<file path="config.mk">
export PLATFORM = sky130hd
export DESIGN_NAME = stereo_mix_bus_gain_clip_meter_unit
export DESIGN_NICKNAME = d
export VERILOG_FILES = /design/src/sv/smix_pkg.sv /design/src/sv/stereo_mix_bus_gain_clip_meter_unit.sv /design/src/sv/smix_gain.sv /design/src/sv/smix_div.sv
export SDC_FILE = /design/constraint.sdc
export NUM_CORES = 2
export LEC_CHECK = 0
export BUFFER_PORTS_ARGS = -buffer_cell sky130_fd_sc_hd__buf_2
export CAP_MARGIN = 10
export CORE_MARGIN = 3
export CORE_UTILIZATION = 45
export DETAILED_ROUTE_END_ITERATION = 8
export PLACE_DENSITY_LB_ADDON = 0.15
export SYNTH_ARGS = -nofsm -noshare
export SYNTH_HDL_FRONTEND = slang
export SYNTH_SLANG_ARGS = --single-unit
</file>
<file path="constraint.sdc">
create_clock -name clock -period 7.84 [get_ports clock]
set_clock_uncertainty 0.1 [all_clocks]
set_input_delay 0.392 -clock clock [delete_from_list [all_inputs] [get_ports clock]]
set_output_delay 0.392 -clock clock [all_outputs]
set_load 0.01 [all_outputs]
</file>
<file path="src/sv/smix_pkg.sv">
// Shared types and constants of the stereo mix bus with gain, clip and level meter.
package smix_pkg;

   localparam int SAMPLE_W     = 16;
   localparam int GAIN_W       = 16;
   localparam int GAIN_FRAC    = 14;
   localparam int BUS_W        = 21;
   localparam int LEVEL_W      = 16;
   localparam int BUF_LEN_W    = 13;
   localparam int CSR_INDEX_W  = 3;
   localparam int CSR_DATA_W   = 16;

   localparam logic [GAIN_W-1:0]    GAIN_RESET    = 16'd16384;
   localparam logic [BUF_LEN_W-1:0] BUF_LEN_RESET = 13'd512;

   typedef enum logic [CSR_INDEX_W-1:0] {
      CSR_GAIN_LEFT          = 3'd0,
      CSR_GAIN_RIGHT         = 3'd1,
      CSR_MUTE_LEFT          = 3'd2,
      CSR_MUTE_RIGHT         = 3'd3,
      CSR_SAMPLES_PER_BUFFER = 3'd4
   } csr_index_type;

   typedef struct packed {
      logic signed [SAMPLE_W-1:0] sample_left;
      logic signed [SAMPLE_W-1:0] sample_right;
      logic                       mono;
      logic                       last_channel;
   } req_type;

   typedef struct packed {
      logic signed [SAMPLE_W-1:0] mix_left;
      logic signed [SAMPLE_W-1:0] mix_right;
      logic                       level_valid;
      logic [LEVEL_W-1:0]         level_left;
      logic [LEVEL_W-1:0]         level_right;
   } rsp_type;

   typedef struct packed {
      logic               done;
      logic [LEVEL_W-1:0] level;
   } div_status_type;

   typedef enum logic [3:0] {
      ST_IDLE,
      ST_GAIN_LEFT,
      ST_GAIN_RIGHT,
      ST_LEVEL,
      ST_DIV_LEFT_GO,
      ST_DIV_LEFT_WAIT,
      ST_DIV_RIGHT_GO,
      ST_DIV_RIGHT_WAIT,
      ST_OUT
   } state_type;

endpackage

</file>
<file path="src/sv/stereo_mix_bus_gain_clip_meter_unit.sv">
// Stereo mix bus top level: bus accumulation, master gain and clip, level meter, handshakes.
//
// Each request carries one channel's sample pair and is added into the stereo bus in the
// cycle it is accepted, so a request that does not end a frame leaves the block ready for
// further requests. After a request that ends a frame, no request is accepted until the
// frame is finished: the shared gain multiplier scales the left and then the right bus
// sample, the level sums are updated, and the result is loaded into the output register,
// waiting until the previous result, if any, has been taken. On the frame that ends a
// metering buffer the one restoring divider computes the left and then the right mean
// level, one quotient bit per cycle.
// Configuration writes are always accepted and must be issued only while the block is idle.
module stereo_mix_bus_gain_clip_meter_unit
   import smix_pkg::*;
#(
   parameter int MAX_BUFFER_FRAMES = 4096
)
(
   input  logic                   clock,
   input  logic                   reset,
   input  logic                   req_valid,
   output logic                   req_ready,
   input  req_type                req_data,
   output logic                   rsp_valid,
   input  logic                   rsp_ready,
   output rsp_type                rsp_data,
   input  logic                   csr_valid,
   output logic                   csr_ready,
   input  logic [CSR_INDEX_W-1:0] csr_index,
   input  logic [CSR_DATA_W-1:0]  csr_data
);

   localparam int COUNT_W = $clog2(MAX_BUFFER_FRAMES + 1);
   localparam int SUM_W   = COUNT_W + SAMPLE_W - 1;

   state_type state_ff, state_in;

   logic [GAIN_W-1:0]    gain_left_ff, gain_left_in;
   logic [GAIN_W-1:0]    gain_right_ff, gain_right_in;
   logic                 mute_left_ff, mute_left_in;
   logic                 mute_right_ff, mute_right_in;
   logic [BUF_LEN_W-1:0] spb_ff, spb_in;

   logic signed [BUS_W-1:0]    bus_left_ff, bus_left_in;
   logic signed [BUS_W-1:0]    bus_right_ff, bus_right_in;
   logic [SUM_W-1:0]           level_sum_left_ff, level_sum_left_in;
   logic [SUM_W-1:0]           level_sum_right_ff, level_sum_right_in;
   logic [COUNT_W-1:0]         frame_count_ff, frame_count_in;
   logic signed [SAMPLE_W-1:0] mix_left_ff, mix_left_in;
   logic signed [SAMPLE_W-1:0] mix_right_ff, mix_right_in;
   logic                       level_valid_ff, level_valid_in;
   logic [LEVEL_W-1:0]         level_left_ff, level_left_in;
   logic [LEVEL_W-1:0]         level_right_ff, level_right_in;
   logic                       rsp_valid_ff, rsp_valid_in;
   rsp_type                    rsp_data_ff, rsp_data_in;

   logic                       gain_pick_right;
   logic                       div_start;
   logic                       div_pick_right;
   logic                       out_load;
   logic                       accept;
   logic                       buffer_end;
   logic [COUNT_W-1:0]         buf_len;
   logic [COUNT_W-1:0]         count_plus;
   logic signed [SAMPLE_W-1:0] right_in_sample;
   logic signed [BUS_W-1:0]    gain_bus;
   logic [GAIN_W-1:0]          gain_applied;
   logic signed [SAMPLE_W-1:0] gain_result;
   logic [SAMPLE_W-1:0]        mag_left;
   logic [SAMPLE_W-1:0]        mag_right;
   logic [SUM_W-1:0]           div_dividend;
   div_status_type             div_status;

   function automatic logic signed [BUS_W-1:0] bus_add(
      input logic signed [BUS_W-1:0]    acc,
      input logic signed [SAMPLE_W-1:0] sample
   );
      logic signed [BUS_W:0] sum;
      sum = (BUS_W + 1)'(acc) + (BUS_W + 1)'(sample);
      if (sum > (BUS_W + 1)'(signed'((1 << (BUS_W - 1)) - 1))) begin
         return BUS_W'(signed'((1 << (BUS_W - 1)) - 1));
      end else if (sum < (BUS_W + 1)'(signed'(-(1 << (BUS_W - 1))))) begin
         return BUS_W'(signed'(-(1 << (BUS_W - 1))));
      end
      return sum[BUS_W-1:0];
   endfunction

   function automatic logic [SAMPLE_W-1:0] magnitude(input logic [SAMPLE_W-1:0] value);
      return value[SAMPLE_W-1] ? (~value + SAMPLE_W'(1)) : value;
   endfunction

   // Effective buffer length: zero acts as one, and it is capped at the maximum.
   always_comb begin
      if (spb_ff == '0) begin
         buf_len = COUNT_W'(1);
      end else if (32'(spb_ff) > 32'(MAX_BUFFER_FRAMES)) begin
         buf_len = COUNT_W'(MAX_BUFFER_FRAMES);
      end else begin
         buf_len = COUNT_W'(spb_ff);
      end
   end

   assign accept          = req_valid && req_ready;
   assign count_plus      = frame_count_ff + COUNT_W'(1);
   assign buffer_end      = count_plus >= buf_len;
   assign right_in_sample = req_data.mono ? req_data.sample_left : req_data.sample_right;
   assign mag_left        = magnitude(mix_left_ff);
   assign mag_right       = magnitude(gain_result);

   assign gain_bus = gain_pick_right ? bus_right_ff : bus_left_ff;
   always_comb begin
      if (gain_pick_right) begin
         gain_applied = mute_right_ff ? '0 : gain_right_ff;
      end else begin
         gain_applied = mute_left_ff ? '0 : gain_left_ff;
      end
   end

   assign div_dividend = div_pick_right ? level_sum_right_ff : level_sum_left_ff;

   smix_gain u_gain (
      .clock  (clock),
      .bus    (gain_bus),
      .gain   (gain_applied),
      .result (gain_result)
   );

   smix_div #(
      .DIVIDEND_W (SUM_W),
      .DIVISOR_W  (COUNT_W)
   ) u_div (
      .clock    (clock),
      .reset    (reset),
      .start    (div_start),
      .dividend (div_dividend),
      .divisor  (buf_len),
      .status   (div_status)
   );

   always_comb begin
      state_in = state_ff;
      case (state_ff)
         ST_IDLE: begin
            if (accept && req_data.last_channel) begin
               state_in = ST_GAIN_LEFT;
            end
         end
         ST_GAIN_LEFT:  state_in = ST_GAIN_RIGHT;
         ST_GAIN_RIGHT: state_in = ST_LEVEL;
         ST_LEVEL:      state_in = buffer_end ? ST_DIV_LEFT_GO : ST_OUT;
         ST_DIV_LEFT_GO: state_in = ST_DIV_LEFT_WAIT;
         ST_DIV_LEFT_WAIT: begin
            if (div_status.done) begin
               state_in = ST_DIV_RIGHT_GO;
            end
         end
         ST_DIV_RIGHT_GO: state_in = ST_DIV_RIGHT_WAIT;
         ST_DIV_RIGHT_WAIT: begin
            if (div_status.done) begin
               state_in = ST_OUT;
            end
         end
         ST_OUT: begin
            if (out_load) begin
               state_in = ST_IDLE;
            end
         end
         default: state_in = ST_IDLE;
      endcase
   end

   always_comb begin
      req_ready       = 1'b0;
      gain_pick_right = 1'b0;
      div_start       = 1'b0;
      div_pick_right  = 1'b0;
      out_load        = 1'b0;
      case (state_ff)
         ST_IDLE:           req_ready = 1'b1;
         ST_GAIN_LEFT:      gain_pick_right = 1'b0;
         ST_GAIN_RIGHT:     gain_pick_right = 1'b1;
         ST_LEVEL:          gain_pick_right = 1'b1;
         ST_DIV_LEFT_GO:    div_start = 1'b1;
         ST_DIV_LEFT_WAIT:  div_pick_right = 1'b0;
         ST_DIV_RIGHT_GO: begin
            div_start      = 1'b1;
            div_pick_right = 1'b1;
         end
         ST_DIV_RIGHT_WAIT: div_pick_right = 1'b1;
         ST_OUT:            out_load = !rsp_valid_ff || rsp_ready;
         default:           req_ready = 1'b0;
      endcase
   end

   always_comb begin
      gain_left_in       = gain_left_ff;
      gain_right_in      = gain_right_ff;
      mute_left_in       = mute_left_ff;
      mute_right_in      = mute_right_ff;
      spb_in             = spb_ff;
      bus_left_in        = bus_left_ff;
      bus_right_in       = bus_right_ff;
      level_sum_left_in  = level_sum_left_ff;
      level_sum_right_in = level_sum_right_ff;
      frame_count_in     = frame_count_ff;
      mix_left_in        = mix_left_ff;
      mix_right_in       = mix_right_ff;
      level_valid_in     = level_valid_ff;
      level_left_in      = level_left_ff;
      level_right_in     = level_right_ff;
      rsp_data_in        = rsp_data_ff;
      rsp_valid_in       = rsp_valid_ff && !rsp_ready;

      if (csr_valid) begin
         case (csr_index)
            CSR_GAIN_LEFT:          gain_left_in = csr_data[GAIN_W-1:0];
            CSR_GAIN_RIGHT:         gain_right_in = csr_data[GAIN_W-1:0];
            CSR_MUTE_LEFT:          mute_left_in = csr_data[0];
            CSR_MUTE_RIGHT:         mute_right_in = csr_data[0];
            CSR_SAMPLES_PER_BUFFER: spb_in = csr_data[BUF_LEN_W-1:0];
            default:                spb_in = spb_ff;
         endcase
      end

      if (accept) begin
         bus_left_in  = bus_add(bus_left_ff, req_data.sample_left);
         bus_right_in = bus_add(bus_right_ff, right_in_sample);
      end

      case (state_ff)
         ST_GAIN_RIGHT: mix_left_in = gain_result;
         ST_LEVEL: begin
            mix_right_in       = gain_result;
            bus_left_in        = '0;
            bus_right_in       = '0;
            level_sum_left_in  = level_sum_left_ff + SUM_W'(mag_left);
            level_sum_right_in = level_sum_right_ff + SUM_W'(mag_right);
            level_valid_in     = buffer_end;
            frame_count_in     = buffer_end ? '0 : count_plus;
         end
         ST_DIV_LEFT_WAIT: begin
            if (div_status.done) begin
               level_left_in = div_status.level;
            end
         end
         ST_DIV_RIGHT_WAIT: begin
            if (div_status.done) begin
               level_right_in     = div_status.level;
               level_sum_left_in  = '0;
               level_sum_right_in = '0;
            end
         end
         default: mix_left_in = mix_left_ff;
      endcase

      if (out_load) begin
         rsp_valid_in            = 1'b1;
         rsp_data_in.mix_left    = mix_left_ff;
         rsp_data_in.mix_right   = mix_right_ff;
         rsp_data_in.level_valid = level_valid_ff;
         rsp_data_in.level_left  = level_valid_ff ? level_left_ff : '0;
         rsp_data_in.level_right = level_valid_ff ? level_right_ff : '0;
      end
   end

   always_ff @(posedge clock) begin
      if (reset) begin
         state_ff           <= ST_IDLE;
         gain_left_ff       <= GAIN_RESET;
         gain_right_ff      <= GAIN_RESET;
         mute_left_ff       <= 1'b0;
         mute_right_ff      <= 1'b0;
         spb_ff             <= BUF_LEN_RESET;
         bus_left_ff        <= '0;
         bus_right_ff       <= '0;
         level_sum_left_ff  <= '0;
         level_sum_right_ff <= '0;
         frame_count_ff     <= '0;
         rsp_valid_ff       <= 1'b0;
      end else begin
         state_ff           <= state_in;
         gain_left_ff       <= gain_left_in;
         gain_right_ff      <= gain_right_in;
         mute_left_ff       <= mute_left_in;
         mute_right_ff      <= mute_right_in;
         spb_ff             <= spb_in;
         bus_left_ff        <= bus_left_in;
         bus_right_ff       <= bus_right_in;
         level_sum_left_ff  <= level_sum_left_in;
         level_sum_right_ff <= level_sum_right_in;
         frame_count_ff     <= frame_count_in;
         rsp_valid_ff       <= rsp_valid_in;
      end
      mix_left_ff    <= mix_left_in;
      mix_right_ff   <= mix_right_in;
      level_valid_ff <= level_valid_in;
      level_left_ff  <= level_left_in;
      level_right_ff <= level_right_in;
      rsp_data_ff    <= rsp_data_in;
   end

   assign csr_ready = 1'b1;
   assign rsp_valid = rsp_valid_ff;
   assign rsp_data  = rsp_data_ff;

endmodule

</file>
<file path="src/sv/smix_gain.sv">
// Master gain multiplier with rounding to Q1.15 and clipping, registered output.
module smix_gain
   import smix_pkg::*;
(
   input  logic                       clock,
   input  logic signed [BUS_W-1:0]    bus,
   input  logic [GAIN_W-1:0]          gain,
   output logic signed [SAMPLE_W-1:0] result
);

   localparam int PROD_W = BUS_W + GAIN_W + 1;

   logic signed [PROD_W-1:0]   product;
   logic signed [PROD_W-1:0]   rounded;
   logic signed [PROD_W-1:0]   scaled;
   logic signed [SAMPLE_W-1:0] result_in;
   logic signed [SAMPLE_W-1:0] result_ff;

   assign product = PROD_W'(bus) * PROD_W'($signed({1'b0, gain}));
   assign rounded = product + PROD_W'(signed'(1 << (GAIN_FRAC - 1)));
   assign scaled  = rounded >>> GAIN_FRAC;

   always_comb begin
      if (scaled > PROD_W'(signed'((1 << (SAMPLE_W - 1)) - 1))) begin
         result_in = SAMPLE_W'(signed'((1 << (SAMPLE_W - 1)) - 1));
      end else if (scaled < PROD_W'(signed'(-(1 << (SAMPLE_W - 1))))) begin
         result_in = SAMPLE_W'(signed'(-(1 << (SAMPLE_W - 1))));
      end else begin
         result_in = scaled[SAMPLE_W-1:0];
      end
   end

   always_ff @(posedge clock) begin
      result_ff <= result_in;
   end

   assign result = result_ff;

endmodule

</file>
<file path="src/sv/smix_div.sv">
// Restoring divider that produces one quotient bit per cycle for the level meter.
module smix_div
   import smix_pkg::*;
#(
   parameter int DIVIDEND_W = 28,
   parameter int DIVISOR_W  = 13
)
(
   input  logic                  clock,
   input  logic                  reset,
   input  logic                  start,
   input  logic [DIVIDEND_W-1:0] dividend,
   input  logic [DIVISOR_W-1:0]  divisor,
   output div_status_type        status
);

   localparam int CNT_W = $clog2(DIVIDEND_W + 1);

   logic                  busy_ff, busy_in;
   logic                  done_ff, done_in;
   logic [CNT_W-1:0]      cnt_ff, cnt_in;
   logic [DIVISOR_W:0]    rem_ff, rem_in;
   logic [DIVIDEND_W-1:0] quo_ff, quo_in;
   logic [DIVISOR_W:0]    shifted;
   logic [DIVISOR_W+1:0]  trial;

   assign shifted = {rem_ff[DIVISOR_W-1:0], quo_ff[DIVIDEND_W-1]};
   assign trial   = {1'b0, shifted} - {2'b00, divisor};

   always_comb begin
      busy_in = busy_ff;
      done_in = 1'b0;
      cnt_in  = cnt_ff;
      rem_in  = rem_ff;
      quo_in  = quo_ff;
      if (start) begin
         busy_in = 1'b1;
         cnt_in  = CNT_W'(DIVIDEND_W);
         rem_in  = '0;
         quo_in  = dividend;
      end else if (busy_ff) begin
         if (trial[DIVISOR_W+1]) begin
            rem_in = shifted;
            quo_in = {quo_ff[DIVIDEND_W-2:0], 1'b0};
         end else begin
            rem_in = trial[DIVISOR_W:0];
            quo_in = {quo_ff[DIVIDEND_W-2:0], 1'b1};
         end
         cnt_in = cnt_ff - CNT_W'(1);
         if (cnt_ff == CNT_W'(1)) begin
            busy_in = 1'b0;
            done_in = 1'b1;
         end
      end
   end

   always_ff @(posedge clock) begin
      if (reset) begin
         busy_ff <= 1'b0;
         done_ff <= 1'b0;
      end else begin
         busy_ff <= busy_in;
         done_ff <= done_in;
      end
      cnt_ff <= cnt_in;
      rem_ff <= rem_in;
      quo_ff <= quo_in;
   end

   assign status.done  = done_ff;
   assign status.level = quo_ff[LEVEL_W-1:0];

endmodule

</file>
==> report_table.html <==
<table>
<tr><th>Metric</th><th>Value</th></tr>
<tr><th colspan="2">Cells and area</th></tr>
<tr><td>Non-filler cells, final</td><td>4558</td></tr>
<tr><td>Leading cell types in the layout, fill and taps excluded</td><td>503 x sky130_fd_sc_hd__inv_1, 341 x sky130_fd_sc_hd__nand2_1, 336 x sky130_fd_sc_hd__nor2_1, 336 x sky130_fd_sc_hd__fa_1, 215 x sky130_fd_sc_hd__ha_1</td></tr>
<tr><td>Total non-filler cell area in the finished layout</td><td>35540 sq um</td></tr>
<tr><td>Most common cell after layout, fill and taps aside</td><td>sky130_fd_sc_hd__inv_1</td></tr>
<tr><td>Antenna cell count</td><td>0</td></tr>
<tr><td>Signed area change from the synthesized netlist to the final layout</td><td>12.83%</td></tr>
<tr><td>Number of nets in the finished design</td><td>4206</td></tr>
<tr><td>Share of layout cells above drive strength 1</td><td>11.36%</td></tr>
<tr><td>Final core utilization</td><td>51.55%</td></tr>
<tr><th colspan="2">Clock network</th></tr>
<tr><td>Buffer depth of the longest clock path</td><td>3</td></tr>
<tr><td>CTS tree</td><td>done</td></tr>
<tr><td>Total CTS buffers</td><td>43</td></tr>
<tr><td>Insertion delay of the later-clocked pin in the worst-skew pair</td><td>0.57 ns</td></tr>
<tr><td>Sinks on Clock Net</td><td>357</td></tr>
<tr><td>Clock Tree Root</td><td>sky130_fd_sc_hd__clkbuf_16</td></tr>
<tr><td>CTS H-Tree Depth</td><td>2</td></tr>
<tr><td>Clock slew at the register clock pins of the worst setup and hold paths</td><td>0.06 ns</td></tr>
<tr><th colspan="2">Drt</th></tr>
<tr><td>Via count</td><td>23730</td></tr>
<tr><td>Post-DR vias/cell</td><td>5.206</td></tr>
<tr><td>Per-cell routed wire length</td><td>16.73 microns</td></tr>
<tr><td>Count of TritonRoute iterations in the first routing pass</td><td>8</td></tr>
<tr><td>Total DRC errors in the routed layout</td><td>0</td></tr>
<tr><td>Number of DRC markers in iteration 0</td><td>1420</td></tr>
<tr><td>Antenna-violating nets left</td><td>0</td></tr>
<tr><td>Routed WL</td><td>76250 microns</td></tr>
<tr><th colspan="2">Placed design</th></tr>
<tr><td>Cells after DPL</td><td>4462</td></tr>
<tr><td>PortBufs</td><td>124</td></tr>
<tr><td>Gpl congestion</td><td>0.8811</td></tr>
<tr><td>Standard cell area after detailed placement</td><td>33810 sq um</td></tr>
<tr><td>Post-DP HPWL</td><td>60630 microns</td></tr>
<tr><td>Post-Place Worst Slack</td><td>0.1274 ns</td></tr>
<tr><th colspan="2">Floorplan</th></tr>
<tr><td>Die width</td><td>270.6 microns</td></tr>
<tr><td>Vert. Die Dim</td><td>270.6 microns</td></tr>
<tr><td>Die area</td><td>73210 sq um</td></tr>
<tr><td>Area of the core</td><td>68950 sq um</td></tr>
<tr><td>Core Rows</td><td>96</td></tr>
<tr><td># IOs</td><td>126</td></tr>
<tr><td>Starting density of the core</td><td>45.68%</td></tr>
<tr><th colspan="2">Global routing</th></tr>
<tr><td>First-pass GRT wire length</td><td>127200 microns</td></tr>
<tr><td>Grt peak-use layer</td><td>met2</td></tr>
<tr><td>Global Route Usage Sum</td><td>21.44%</td></tr>
<tr><td>Total grt overflow</td><td>0</td></tr>
<tr><td>Vias in the first global route</td><td>24172</td></tr>
<tr><td>Met1 GRT Util</td><td>27.73%</td></tr>
<tr><td>Pin count of the biggest net entering global routing</td><td>66</td></tr>
<tr><td>Number of antenna violations at the first check in global routing</td><td>3</td></tr>
<tr><td>GRT met3 Usage</td><td>2.598%</td></tr>
<tr><td>Met2 usage in global routing</td><td>37.41%</td></tr>
<tr><th colspan="2">Yosys</th></tr>
<tr><td>Syn_area_per_cell</td><td>9.170 sq um</td></tr>
<tr><td>Count of unique library cells instantiated by Yosys</td><td>88</td></tr>
<tr><td>Post-Synthesis Net Count</td><td>4047</td></tr>
<tr><td>Flip-flop and latch count after synthesis</td><td>357</td></tr>
<tr><td>Mapped Area</td><td>31500 sq um</td></tr>
<tr><td>Synth warn</td><td>0</td></tr>
<tr><td>Share of synthesized flip-flops with an asynchronous set or reset</td><td>0%</td></tr>
<tr><td>Top-area cell type share of the netlist area</td><td>21.55%</td></tr>
<tr><td>Post-synthesis sequential area ratio</td><td>27.71%</td></tr>
<tr><td>Cell type with the largest total area after synthesis</td><td>sky130_fd_sc_hd__fa_1</td></tr>
<tr><td>Leading post-synthesis cells by cell area</td><td>sky130_fd_sc_hd__fa_1 22%, sky130_fd_sc_hd__edfxtp_1 15%, sky130_fd_sc_hd__dfxtp_1 13%</td></tr>
<tr><td>Number of synthesized flops with an enable pin</td><td>158</td></tr>
<tr><td>Most frequently used flop master after synthesis</td><td>sky130_fd_sc_hd__dfxtp_1</td></tr>
<tr><td>Synthesized instance count</td><td>3435</td></tr>
<tr><th colspan="2">STA</th></tr>
<tr><td>Min Tclk post-route</td><td>7.571 ns</td></tr>
<tr><td>Setup Total Neg Slack</td><td>0 ns</td></tr>
<tr><td>Final Worst Setup Slack</td><td>0.2686 ns</td></tr>
<tr><td>Max frequency</td><td>132.1 MHz</td></tr>
<tr><td>Max-Slew Margin vs Limit</td><td>27.40%</td></tr>
<tr><td>Worst hold margin</td><td>0.04594 ns</td></tr>
<tr><td>Unrepaired setup endpoints after global routing</td><td>false</td></tr>
<tr><td>Slew of the pin with the lowest slew margin</td><td>1.088 ns</td></tr>
<tr><td>Number of hold violations in the final report</td><td>0</td></tr>
<tr><td>Tcrit/Tclk final</td><td>96.57%</td></tr>
<tr><td>Fin. max-slew vios</td><td>0</td></tr>
<tr><td>Final setup violation count</td><td>0</td></tr>
<tr><th colspan="2">Critical path</th></tr>
<tr><td>Launch point of the worst reg-to-reg path</td><td>state_ff[1]$_SDFFE_PP0P_</td></tr>
<tr><td>Origin of the worst setup path</td><td>state_ff[1]$_SDFFE_PP0P_</td></tr>
<tr><td>Critical register-to-register path endpoint</td><td>u_gain.result[14]$_SDFF_PN1_</td></tr>
<tr><td>Nature of the critical path endpoint</td><td>flip-flop</td></tr>
<tr><td>CP endpoint</td><td>u_gain.result[14]$_SDFF_PN1_</td></tr>
<tr><td>Cell count of the worst reg-to-reg path</td><td>27</td></tr>
<tr><td>Worst setup path category</td><td>reg2reg</td></tr>
<tr><td>Critical-path maximum fanout</td><td>15</td></tr>
<tr><td>Arrival time of the worst setup path</td><td>7.93 ns</td></tr>
<tr><td>Delay of the slowest cell on the worst path</td><td>0.63 ns</td></tr>
<tr><td>Cell type group with the largest total delay on the critical path</td><td>adder cells</td></tr>
<tr><td>Setup crit start kind</td><td>flip-flop</td></tr>
<tr><td>Logic depth of the worst setup path including buffers</td><td>27</td></tr>
<tr><td>Slowest cell on crit path</td><td>sky130_fd_sc_hd__fa_1</td></tr>
<tr><td>Setup slack, reg-to-reg</td><td>0.27 ns</td></tr>
<tr><td>Required arrival time at the worst endpoint</td><td>8.20 ns</td></tr>
<tr><td>Most used cell, CP</td><td>sky130_fd_sc_hd__fa_1</td></tr>
<tr><td>CP bufs+invs</td><td>7</td></tr>
<tr><th colspan="2">Pwr</th></tr>
<tr><td>Final Power</td><td>7.791 mW</td></tr>
<tr><td>Worst voltage drop across the vdd grid</td><td>0.1889 mV</td></tr>
<tr><td>Leakage power</td><td>15.82 nW</td></tr>
<tr><td>Power per cell area</td><td>219.2 nW/um^2</td></tr>
<tr><th colspan="2">Min path</th></tr>
<tr><td>Min-delay worst type</td><td>in2reg</td></tr>
<tr><td>Worst hold start</td><td>csr_data[9]</td></tr>
<tr><th colspan="2">Flow run</th></tr>
<tr><td>Max Cap Viol</td><td>0</td></tr>
<tr><th colspan="2">Status</th></tr>
<tr><td>Outcome</td><td>finished clean</td></tr>
</table>
-- state kept, by name (all words and copies together) (netlist names), 4 cells and up --
register	flops
bus_left_ff	21
bus_right_ff	21
frame_count_ff	13
gain_left_ff	16
gain_right_ff	16
level_left_ff	16
level_right_ff	16
level_sum_left_ff	28
level_sum_right_ff	28
mix_left_ff	16
mix_right_ff	16
rsp_data	65
spb_ff	13
state_ff	4
u_div.cnt_ff	5
u_div.quo_ff	28
u_div.rem_ff	13
u_gain.result	16
-- what timing repair did --
item / 4_1_cts / 5_1_grt
endpoints found under the setup margin: 0 / 15
setup buffers: 0 / 2
hold endpoints to repair: 40 / 0
gates resized for setup: 0 / 25
hold buffers: 15 / 0
-- where the power goes --
part	switching, mW	internal [mW]
clock network	0.799	1.21
logic	1.98	1.43
registers	0.239	2.14
total	3.02	4.78
-- cells in the mapped netlist, types with 6 or more instances --
cell type and number:
sky130_fd_sc_hd__a211oi_1 20, sky130_fd_sc_hd__a21o_1 50, sky130_fd_sc_hd__a21oi_1 212, sky130_fd_sc_hd__a22oi_1 18, sky130_fd_sc_hd__a31oi_1 23, sky130_fd_sc_hd__and2_1 42, sky130_fd_sc_hd__and3_1 23, sky130_fd_sc_hd__clkbuf_1 122
sky130_fd_sc_hd__dfxtp_1 199, sky130_fd_sc_hd__edfxtp_1 158, sky130_fd_sc_hd__fa_1 339, sky130_fd_sc_hd__ha_1 215, sky130_fd_sc_hd__inv_1 503, sky130_fd_sc_hd__maj3_1 15, sky130_fd_sc_hd__mux2_2 36, sky130_fd_sc_hd__mux2i_1 57
sky130_fd_sc_hd__nand2_1 343, sky130_fd_sc_hd__nand2b_1 37, sky130_fd_sc_hd__nand3_1 47, sky130_fd_sc_hd__nand4_1 10, sky130_fd_sc_hd__nor2_1 340, sky130_fd_sc_hd__nor2b_1 21, sky130_fd_sc_hd__nor3_1 33, sky130_fd_sc_hd__nor3b_1 13
sky130_fd_sc_hd__nor4_1 12, sky130_fd_sc_hd__o211ai_1 6, sky130_fd_sc_hd__o21a_1 25, sky130_fd_sc_hd__o21ai_0 166, sky130_fd_sc_hd__o21ai_1 7, sky130_fd_sc_hd__o21ai_2 10, sky130_fd_sc_hd__o21bai_1 15, sky130_fd_sc_hd__o31a_1 7
sky130_fd_sc_hd__o31ai_1 21, sky130_fd_sc_hd__o41ai_1 6, sky130_fd_sc_hd__or2_2 12, sky130_fd_sc_hd__or3_1 29, sky130_fd_sc_hd__xnor2_1 100, sky130_fd_sc_hd__xor2_1 45
-- worst register-to-register path: cells and delay by family (launching register included) --
family	cells	cell delay (ns)
and+or+nand+nor	2	0.23
buffers and inverters	7	0.89
DFF	1	0.32
xor gates and xnor gates	1	0.18
AOI/OAI and AO/OA	10	2.20
adders and majority gates	7	3.53
-- routing by layer --
metal	share of wire (%)	vias up
met5	0	-
met3	4.0	132
met2	49	459
li1	-	11674
met4	3.2	0
met1	43	11465
-- logic make-up (layout without fill, tap and decap cells) --
group	after synthesis	count (layout)	synth area share (%)
simple gates	987	987	14.11
buf+inv	639	831	7.718
fa+ha+maj	569	569	30.56
flops	357	357	27.71
compound gates	643	643	12.70
xor+xnor	146	146	4.084
mux	93	93	3.098
other cells	1	1	0.01191
-- how the worst min path moves through the flow --
| stage | end | slack, ns | cells past startpoint |
|---|---|---|---|
| finish | gain_right_ff[9]$_SDFFE_PP0P_ | 0.05 | 3 |
| global route | gain_left_ff[9]$_SDFFE_PP0P_ | 0.02 | 3 |
| CTS | spb_ff[9]$_SDFFE_PP1P_ | 0.01 | 3 |
| detailed placement | rsp_data[36]$_DFFE_PP_ | 0.31 | 0 |
| global placement | rsp_data[44]$_DFFE_PP_ | 0.30 | 0 |
| floorplan | rsp_data[33]$_DFFE_PP_ | 0.30 | 0 |
-- layout make-up --
class | count | area [sq um]
Clock buffer | 60 | 1234
Clock inverter | 18 | 205.2
Fill cell | 6554 | 33410
Inverter | 505 | 1896
Multi-Input combinational cell | 2439 | 20530
Sequential cell | 357 | 8731
Tap cell | 931 | 1165
Timing Repair Buffer | 248 | 1779
No activity file was read; power rests on OpenSTA's default activity.
